==> src/rtl/ihh_out_queue.sv <==
`default_nettype none

module ihh_out_queue #(
  parameter int WIDTH = 32,
  parameter int DEPTH = 8,
  localparam int PW = (DEPTH > 1) ? $clog2(DEPTH) : 1,
  localparam int CW = $clog2(DEPTH + 1)
) (
  input  logic             clk,
  input  logic             rst,
  input  logic             push,
  input  logic [WIDTH-1:0] push_data,
  output logic             out_valid,
  input  logic             out_ready,
  output logic [WIDTH-1:0] out_data,
  output logic [CW-1:0]    level
);

  logic [WIDTH-1:0] slots [0:DEPTH-1];
  logic [PW-1:0]    wr_ptr;
  logic [PW-1:0]    rd_ptr;
  logic             pop;

  assign out_valid = (level != '0);
  assign out_data  = slots[rd_ptr];
  assign pop       = out_valid && out_ready;

  always_ff @(posedge clk) begin
    if (push) begin
      slots[wr_ptr] <= push_data;
    end
  end

  always_ff @(posedge clk) begin
    if (rst) begin
      wr_ptr <= '0;
      rd_ptr <= '0;
      level  <= '0;
    end else begin
      if (push) begin
        wr_ptr <= wr_ptr + PW'(1);
      end
      if (pop) begin
        rd_ptr <= rd_ptr + PW'(1);
      end
      level <= level + CW'(push) - CW'(pop);
    end
  end

endmodule

`default_nettype wire

==> config.mk <==
export PLATFORM = sky130hd
export DESIGN_NAME = ihh_out_queue
export DESIGN_NICKNAME = d
export VERILOG_FILES = /design/src/rtl/ihh_out_queue.sv
export SDC_FILE = /design/constraint.sdc
export NUM_CORES = 1
export LEC_CHECK = 0
export BUFFER_PORTS_ARGS = -buffer_cell sky130_fd_sc_hd__clkbuf_2
export CAP_MARGIN = 0
export CORE_ASPECT_RATIO = 2
export CORE_MARGIN = 2
export CORE_UTILIZATION = 39
export DETAILED_ROUTE_END_ITERATION = 6
export GPL_TIMING_DRIVEN = 0
export HOLD_SLACK_MARGIN = 0.08
export MAX_ROUTING_LAYER = met4
export PLACE_DENSITY = 0.66
export SLEW_MARGIN = 20
export SYNTH_ARGS = -nofsm -noshare
export SYNTH_HDL_FRONTEND = slang
export SYNTH_SLANG_ARGS = --single-unit
==> constraint.sdc <==
create_clock -name clk -period 3.3 [get_ports clk]
set_clock_uncertainty 0.15 [all_clocks]
set_input_delay 0.66 -clock clk [delete_from_list [all_inputs] [get_ports clk]]
set_output_delay 0.66 -clock clk [all_outputs]
set_load 0.05 [all_outputs]
==> results_dict.tcl, run 1 <==
set metrics [dict create \
    status "finished, final reports clean" \
    fin_crit_ps 3180 \
    routedWlPerCell_um 22.5 \
    die_area_um2 28100 \
    clk_pin_slew_ps 70 \
    hp-class "in2reg" \
    dr.pass1.iters 4 \
    antenna_found_initial 1 \
    finalSetupViolations 0 \
    slew_headroom 0.488 \
    timing.final.crit_share 0.965 \
    wirelength_um 20500 \
    met1_length_um 7580 \
    path_max_fanout 10 \
    synth.avg_cell_area_um2 23.3 \
    drive_gt1_frac 0.347 \
    muxShareOfSynthArea 0.191 \
    place_area_um2 11600 \
    clkSinkCount 269 \
    io_buffers 72 \
    ir_drop_uv 258 \
    overflow 0 \
    setup_ws_ps 116 \
    grt_pass1_vias 5264 \
    fmax_mhz 314 \
    syn2layout_area_growth_pct 17.1 \
    rsz0062_at_grt "no" \
    grt_max_degree 19 \
    leakage_uw 0.00401 \
    powerDensity_nw_per_um2 653 \
    report.power.total_uw 7970 \
    setup-tns-final_ps 0 \
    cp-end-kind "output port" \
    ant_nets 0 \
    synth_xor_area_frac 0.00252 \
    vias 4786 \
    drt_iter0_drc 375 \
    routed_via_density 5.25 \
    multi_input_area_um2 2370 \
    die_w_um 120 \
    max_cap_viol_count 0 \
    hold_viol 0 \
    cts_buffers 21 \
    top_layer_used "met4" \
    clkLatencyLatePin_ps 500 \
    ys_seq_area_frac 0.763 \
    coreArea_um2 26300 \
    ios 73 \
    drv_slew 0 \
    worstSetupPathType "reg2out" \
    regArea_um2 7950 \
    netlist_area_um2 10400 \
    gp_congestion 0.750 \
    die_h_um 235 \
    synth_compound_area_frac 0.00517 \
    synth_top_family_by_area "multiplexers" \
    netlist_instances 446 \
    final_cells 912 \
    grt_pass1_wl_um 30700 \
    synth_warnings 0 \
    cts_tree "built" \
    post_synth_fa_ha_maj_area_fraction 0.00913 \
    clockBufferDepth 3 \
    post_cts_buffers 0 \
    synthesis.nets 489 \
    drc 0 \
    wl_met3_um 771 \
    worst_ep_arrival_time_ps 2370 \
    cts_root_buf "clkbuf_16" \
    htree_levels 1 \
    fin_nets 596 \
    fp-row-count 84 \
    dp.final_hpwl_um 13600 \
    synthSimpleGateAreaFrac 0.0138 \
    fill_cells 2214 \
    synth_cell_types 26 \
    start_util 0.396 \
    pre_cts_ws_ps 462 \
    design_area_um2 12200 \
    worstPathRequired_ps 2490 \
    route.met2.wl_um 11700 \
    cts_hold_buf 0 \
    tightest_slew_ps 765 \
    startpoint_type "register" \
    ys_ff_latch 269 \
    dp_cells 875 \
    track_usage 0.150 \
]
[where the power goes]
part / internal [µW] / leakage (µW) / switching [µW]
clock network: 1250 / 0.000307 / 1100
logic: 599 / 0.00127 / 1120
registers: 3850 / 0.00243 / 47.0
total: 5700 / 0.00401 / 2270
[worst paths after layout]
check                               endpoint  slack, ps     startpoint  cells after the start
worst min-delay path            slots[6][20]        280  push_data[20]                      1
worst max register to register      level[1]        850       level[2]                     10
worst max-delay path            out_data[22]        120       register                      4
worst min register to register     rd_ptr[2]        380      rd_ptr[2]                      2
[worst max-delay path, cell delays in order (launching register included)]
cell	delay, ps
dfxtp_1	580
buf_2	380
mux4_2	350
mux2_2	300
clkbuf_2	240
[Yosys cell counts (all sizes together)]
| cell | number | area share |
|---|---|---|
| ha | 6 | 0.0072 |
| nor3b | 1 | 0.00072 |
| mux2 | 34 | 0.037 |
| dfxtp | 13 | 0.025 |
| nand2 | 5 | 0.0018 |
| a31o | 1 | 0.00084 |
| nor2 | 13 | 0.0047 |
| fa | 1 | 0.0019 |
| buf | 16 | 0.012 |
| mux4 | 64 | 0.15 |
| mux2i | 1 | 0.00096 |
| xor2 | 2 | 0.0017 |
| nor3 | 2 | 0.00096 |
| nand2b | 4 | 0.0024 |
| xnor2 | 1 | 0.00084 |
| a21oi | 6 | 0.0029 |
| clkbuf | 3 | 0.0011 |
| or3 | 1 | 0.00060 |
| nor2b | 2 | 0.0012 |
| nand3 | 3 | 0.0014 |
| o21ai | 3 | 0.0014 |
| edfxtp | 256 | 0.74 |
| inv | 8 | 0.0029 |
[metal layers]
metal,global-route usage,vias up
met5,-,-
met4,0.0499,0
met3,0.0216,30
met2,0.283,108
met1,0.158,2543
li1,-,2105
[through the flow]
stage	hold slack [ps]	util
5_1_grt	276	0.464
2_1_floorplan	330	-
6_report	276	0.464
4_1_cts	263	0.464
3_5_place_dp	366	0.441
3_3_place_gp	346	0.427
[sequential cells by signal, indices dropped and copies added (netlist names), named ones only]
name,count
wr_ptr,3
level,4
slots,256
rd_ptr,3
[what timing repair did]
item	in CTS	in global routing
pin swaps	0	0
endpoints found under the setup margin	32	12
gates resized for setup	1	3
[final cells by class]
type / count / share of cell area
inverter: 8 / 0.00246
clock buffer: 25 / 0.0443
clock inverter: 12 / 0.00656
sequential: 269 / 0.652
buffer: 18 / 0.0108
timing repair buffer: 85 / 0.0545
tap: 344 / 0.0353
antenna: 1 / 0.000205
multi-input combinational: 150 / 0.194
[kinds of logic (layout without fill, tap and decap cells)]
kind of cell / after synthesis / in the layout
compound gates: 10 / 10
xor+xnor: 3 / 3
fa+ha+maj: 7 / 7
buf+inv: 27 / 148
flops: 269 / 269
mux: 99 / 99
other cells: 0 / 1
simple gates: 31 / 31
[layout by cell type, fill, tap and decap left out, types with 7 or more instances in the layout]
cell type    n
nor2_1       7
buf_16       9
clkbuf_16   21
inv_1        8
mux2_2      34
buf_2        7
dfxtp_1     13
mux4_2      24
mux4_1      40
edfxtp_1   256
clkbuf_2    74
buf_6        8
No activity file was read; power rests on OpenSTA's default activity.
==> inputs of run 2 (changes only) <==
--- a/config.mk
+++ b/config.mk
@@ -9,12 +9,12 @@
 export CAP_MARGIN = 0
 export CORE_ASPECT_RATIO = 2
 export CORE_MARGIN = 2
-export CORE_UTILIZATION = 39
+export CORE_UTILIZATION = 54
 export DETAILED_ROUTE_END_ITERATION = 6
 export GPL_TIMING_DRIVEN = 0
 export HOLD_SLACK_MARGIN = 0.08
 export MAX_ROUTING_LAYER = met4
-export PLACE_DENSITY = 0.66
+export PLACE_DENSITY = 0.83
 export SLEW_MARGIN = 20
 export SYNTH_ARGS = -nofsm -noshare
 export SYNTH_HDL_FRONTEND = slang
==> run 2 against run 1 <==
  * Worst hold slack got worse by 0.96 ps
  * Sequential share of layout area rose by 0.58 points
  * Routed wire length fell by 0.99%
  * Maximum frequency barely moved
  * Total power rose by 2.6%
  * Sequential power barely moved
  * Largest cell class unchanged
==> results_dict.tcl, run 2 (same netlist as run 1, synthesis figures left out) <==
set metrics [dict create \
    fp-row-count 71 \
    met1_length_um 7430 \
    report.power.total_uw 8180 \
    path_max_fanout 10 \
    powerDensity_nw_per_um2 676 \
    ios 73 \
    fin_nets 594 \
    cts_root_buf "clkbuf_16" \
    ant_nets 0 \
    cp-end-kind "output port" \
    cp_top_family "multiplexers" \
    slowest_stage "mux4_1" \
    cts_buffers 22 \
    drc 0 \
    tightest_slew_ps 759 \
    dp.final_hpwl_um 12800 \
    reg.largest.list "slots x256, level x4" \
    slew_headroom 0.494 \
    route.met2.wl_um 11500 \
    timing.hold.ws_ps 275 \
    startpoint_type "register" \
    overflow 0 \
    timing.final.crit_share 0.966 \
    syn2layout_area_growth_pct 16.1 \
    hp-class "in2reg" \
    path_cells "buf_6 -> buf_6 -> mux4_1 -> mux2_2 -> clkbuf_2" \
    largest_reg_flops 256 \
    coreArea_um2 18800 \
    io_buffers 72 \
    wirelength_um 20300 \
    fmax_mhz 314 \
    drv_slew 0 \
    fin_util 0.642 \
    htree_levels 1 \
    status "finished, final reports clean" \
    antenna_found_initial 0 \
    leakage_uw 0.00401 \
    cpPeakStageDelay_ps 580 \
    finalSetupViolations 0 \
    hold_viol 0 \
    drive_gt1_frac 0.342 \
    gp_congestion 0.797 \
    ir_drop_uv 515 \
    clk_pin_slew_ps 70 \
    dr.pass1.iters 4 \
    routedWlPerCell_um 24.7 \
    grt_pass1_vias 5266 \
    routed_via_density 5.80 \
    worstPathRequired_ps 2490 \
    start_util 0.553 \
    regMostFlops "slots" \
    rsz0062_at_grt "no" \
    die_area_um2 20500 \
    setup-tns-final_ps 0 \
    grt_pass1_wl_um 30600 \
    post_cts_buffers 0 \
    die_h_um 200 \
    max_cap_viol_count 0 \
    grt_max_degree 22 \
    worst_ep_arrival_time_ps 2380 \
    clkLatencyLatePin_ps 510 \
    vias 4753 \
    cts_tree "built" \
    clockBufferDepth 3 \
    place_area_um2 11400 \
    design_area_um2 12100 \
    antenna_cells 0 \
    worstSetupPathType "reg2out" \
    final_cell_mix "256 x edfxtp_1, 72 x clkbuf_2, 40 x mux4_1" \
    final_common_cell "edfxtp_1" \
    critPathBufInv 3 \
    fin_crit_ps 3190 \
    top_layer_used "met4" \
    track_usage 0.211 \
    drt_iter0_drc 246 \
    cts_hold_buf 0 \
    wl_met3_um 959 \
    clkSinkCount 269 \
    die_w_um 102 \
    cp_common_cell "buf_6" \
]
==> run 2: path summary, 6_finish.rpt <==
| kind | start | endpoint | slack (ps) | cells past startpoint |
|---|---|---|---|---|
| setup / recovery | register | out_data[26] | 110 | 5 |
| setup reg to reg | level[2] | level[1] | 850 | 10 |
| hold reg to reg | wr_ptr[2] | wr_ptr[2] | 420 | 2 |
| hold / removal | push_data[23] | slots[2][23] | 280 | 1 |
==> run 2: what timing repair did <==
action / CTS / global route
cloned: 0 / 0
endpoints found under the setup margin: 23 / 1
gates resized for setup: 0 / 1
==> run 2: worst register-to-register path: cells and delay by family (launching register included) <==
family                   cells  cell delay [ps]
flip-flops                   1              310
buffers and inverters        3              350
adder cells (fa/ha/maj)      3              780
AO/OA/AOI/OAI                1              130
AND/OR/NAND/NOR              3              670
==> run 2: routing by layer <==
layer | track usage | vias up
li1 | - | 2104
met1 | 0.254 | 2468
met2 | 0.363 | 148
met3 | 0.0286 | 33
met4 | 0.0733 | 0
met5 | - | -
==> run 2: layout make-up <==
| class | count | area [µm²] |
|---|---|---|
| plain buffers | 18 | 128 |
| flip-flops and latches | 269 | 7950 |
| clock buffers | 27 | 591 |
| multi-input cells | 150 | 2370 |
| clock inverters | 11 | 109 |
| fillers | 1238 | 6740 |
| repair buffers | 82 | 596 |
| well taps | 255 | 319 |
| inverters | 8 | 30.0 |
==> run 2: power by group <==
group | switching, µW | total [µW] | internal (µW)
logic | 1130 | 1730 | 601
registers | 48.9 | 3900 | 3850
clock network | 1110 | 2550 | 1430
total | 2290 | 8180 | 5890
==> run 2: through the flow <==
| step | cells | setup WS [ps] |
|---|---|---|
| 6_report | 820 | 113 |
| 5_1_grt | 820 | 0.0449 |
| 4_1_cts | 820 | 62.3 |
| 3_5_place_dp | 783 | 495 |
| 3_3_place_gp | 773 | -854 |
| 2_1_floorplan | 446 | 461 |
==> inputs of run 3 (changes only) <==
--- a/config.mk
+++ b/config.mk
@@ -9,12 +9,11 @@
 export CAP_MARGIN = 0
 export CORE_ASPECT_RATIO = 2
 export CORE_MARGIN = 2
-export CORE_UTILIZATION = 54
+export CORE_UTILIZATION = 30
 export DETAILED_ROUTE_END_ITERATION = 6
 export GPL_TIMING_DRIVEN = 0
 export HOLD_SLACK_MARGIN = 0.08
 export MAX_ROUTING_LAYER = met4
-export PLACE_DENSITY = 0.83
 export SLEW_MARGIN = 20
 export SYNTH_ARGS = -nofsm -noshare
 export SYNTH_HDL_FRONTEND = slang
==> run 3 against run 2 <==
  * Cell count is 23% higher
  * First-iteration DRC count is 23% higher
  * Non-clock buffer count is 4 higher
  * Largest cell class unchanged
  * Routed wire length is 6.0% higher
==> results_dict.tcl, run 3 (same netlist as run 1, synthesis figures left out) <==
set metrics [dict create \
    finalSetupViolations 0 \
    reg.largest.list "slots x256, level x4" \
    tightest_slew_ps 730 \
    fmax_mhz 314 \
    grtUsageMet3 0.0165 \
    coreArea_um2 34200 \
    reg2reg_to "level[1]" \
    final_cell_mix "256 x edfxtp_1, 74 x clkbuf_2, 40 x mux4_1" \
    drv_slew 0 \
    drt_iter0_drc 303 \
    slowest_stage "mux4_1" \
    path_cells "buf_6 -> buf_6 -> mux4_1 -> mux2_2 -> clkbuf_2" \
    start_util 0.304 \
    ir_drop_uv 411 \
    cp_common_cell "buf_6" \
    worstSetupPathType "reg2out" \
    cts_buffers 22 \
    startpoint_type "register" \
    reg2reg_depth 10 \
    fin_util 0.363 \
    final_common_cell "edfxtp_1" \
    regMostFlops "slots" \
    ios 73 \
    status "finished, final reports clean" \
    path_max_fanout 10 \
    hp-class "in2reg" \
    powerDensity_nw_per_um2 665 \
    worst_ep_arrival_time_ps 2380 \
    fp-row-count 96 \
    die_w_um 136 \
    cts_hold_buf 0 \
    hold_viol 0 \
    cpPeakStageDelay_ps 580 \
    dr.pass1.iters 5 \
    grt_pass1_wl_um 31900 \
    die_h_um 267 \
    fin_nets 598 \
    clockBufferDepth 3 \
    overflow 0 \
    cp-end-kind "output port" \
    clk_pin_slew_ps 70 \
    worstPathRequired_ps 2490 \
    fin_crit_ps 3190 \
    gr-max-usage-layer "met2" \
    antenna_cells 0 \
    grt_max_degree 19 \
    ant_nets 0 \
    track_usage 0.124 \
    rsz0062_at_grt "no" \
    die_area_um2 36300 \
    endpoint "out_data[22]" \
    leakage_uw 0.00406 \
    timing.final.crit_share 0.967 \
    post_cts_buffers 0 \
    antenna_found_initial 0 \
    syn2layout_area_growth_pct 19.3 \
    grtUsageMet2 0.241 \
    routed_via_density 4.69 \
    drc 0 \
    holdPathStages 1 \
    max_cap_viol_count 0 \
    vias 4741 \
    rrSetupSlack_ps 880 \
    dp_cells 973 \
    gr-usage-met1 0.121 \
    htree_levels 1 \
    largest_reg_flops 256 \
    slew_headroom 0.512 \
    routedWlPerCell_um 21.3 \
    drive_gt1_frac 0.354 \
    clkLatencyLatePin_ps 500 \
    gp_congestion 0.712 \
    wirelength_um 21500 \
    reg2reg_from "level[2]" \
    cts_tree "built" \
    cts_root_buf "clkbuf_16" \
    clkSinkCount 269 \
    final_cells 1011 \
    grt_pass1_vias 5322 \
    dp.final_hpwl_um 15000 \
    io_buffers 72 \
]
run 3: changes by cell type in the layout (fill, tap and decap cells not counted):
cell,change
clkbuf_2,+2
buf_2,+1
clkinv_1,+3
buf_8,+3
dfxtp_2,+1
buf_1,-3
clkinv_4,+1
clkbuf_1,-3
bufinv_16,+1
buf_12,+1
dfxtp_1,-1
clkinv_2,-1
run 3: metal layers:
metal / vias up / routed length [µm]
met1: 2495 / 7420
met5: - / 0
met2: 112 / 12700
li1: 2105 / -
met4: 0 / 521
met3: 29 / 827
run 3: cell type report:
cell class,instances,area [µm²]
Buffer,18,131
Clock inverter,15,154
Inverter,8,30.0
Sequential cell,269,7950
Clock buffer,24,579
Tap cell,441,552
Multi-Input combinational cell,150,2370
Fill cell,3091,21800
Timing Repair Buffer,86,661
run 3: where the power goes:
group          switching, µW  leakage (µW)  internal, µW
logic                   1130       0.00127           601
clock network           1120      0.000361          1510
registers               47.4       0.00243          3850
run 3: worst min-delay path by stage:
stage / start / end / slack, ps
final: push_data[29] / slots[3][29] / 270
after global routing: push_data[3] / slots[1][3] / 280
after CTS: push_data[29] / slots[3][29] / 260
after detailed placement: wr_ptr[2] / wr_ptr[2] / 380
after global placement: rd_ptr[2] / rd_ptr[2] / 340
after floorplan: rd_ptr[2] / register / 330
run 3: per-stage QoR:
step | setup slack [ps] | hold slack (ps) | setup TNS [ps] | cell area [µm²] | total power (µW)
after CTS | 7.29 | 255 | 0 | 12400 | 8360
after floorplan | 461 | 330 | 0 | 10400 | 5250
final | 110 | 266 | 0 | 12400 | 8260
after global routing | 50.1 | 277 | 0 | 12400 | 8530
after global placement | -1270 | 342 | -279380 | 11300 | 5670
after detailed placement | 404 | 383 | 0 | 11700 | 5740
run 3: what timing repair did:
item                                    in CTS  in global routing
gates resized for setup                      2                  2
pin swaps                                    0                  0
endpoints found under the setup margin      32                  6
run 3: critical path, delay by kind of cell, from the launching register on:
family / cells / cell delay, ps
buf+inv: 3 / 640
flops: 1 / 330
mux: 2 / 890
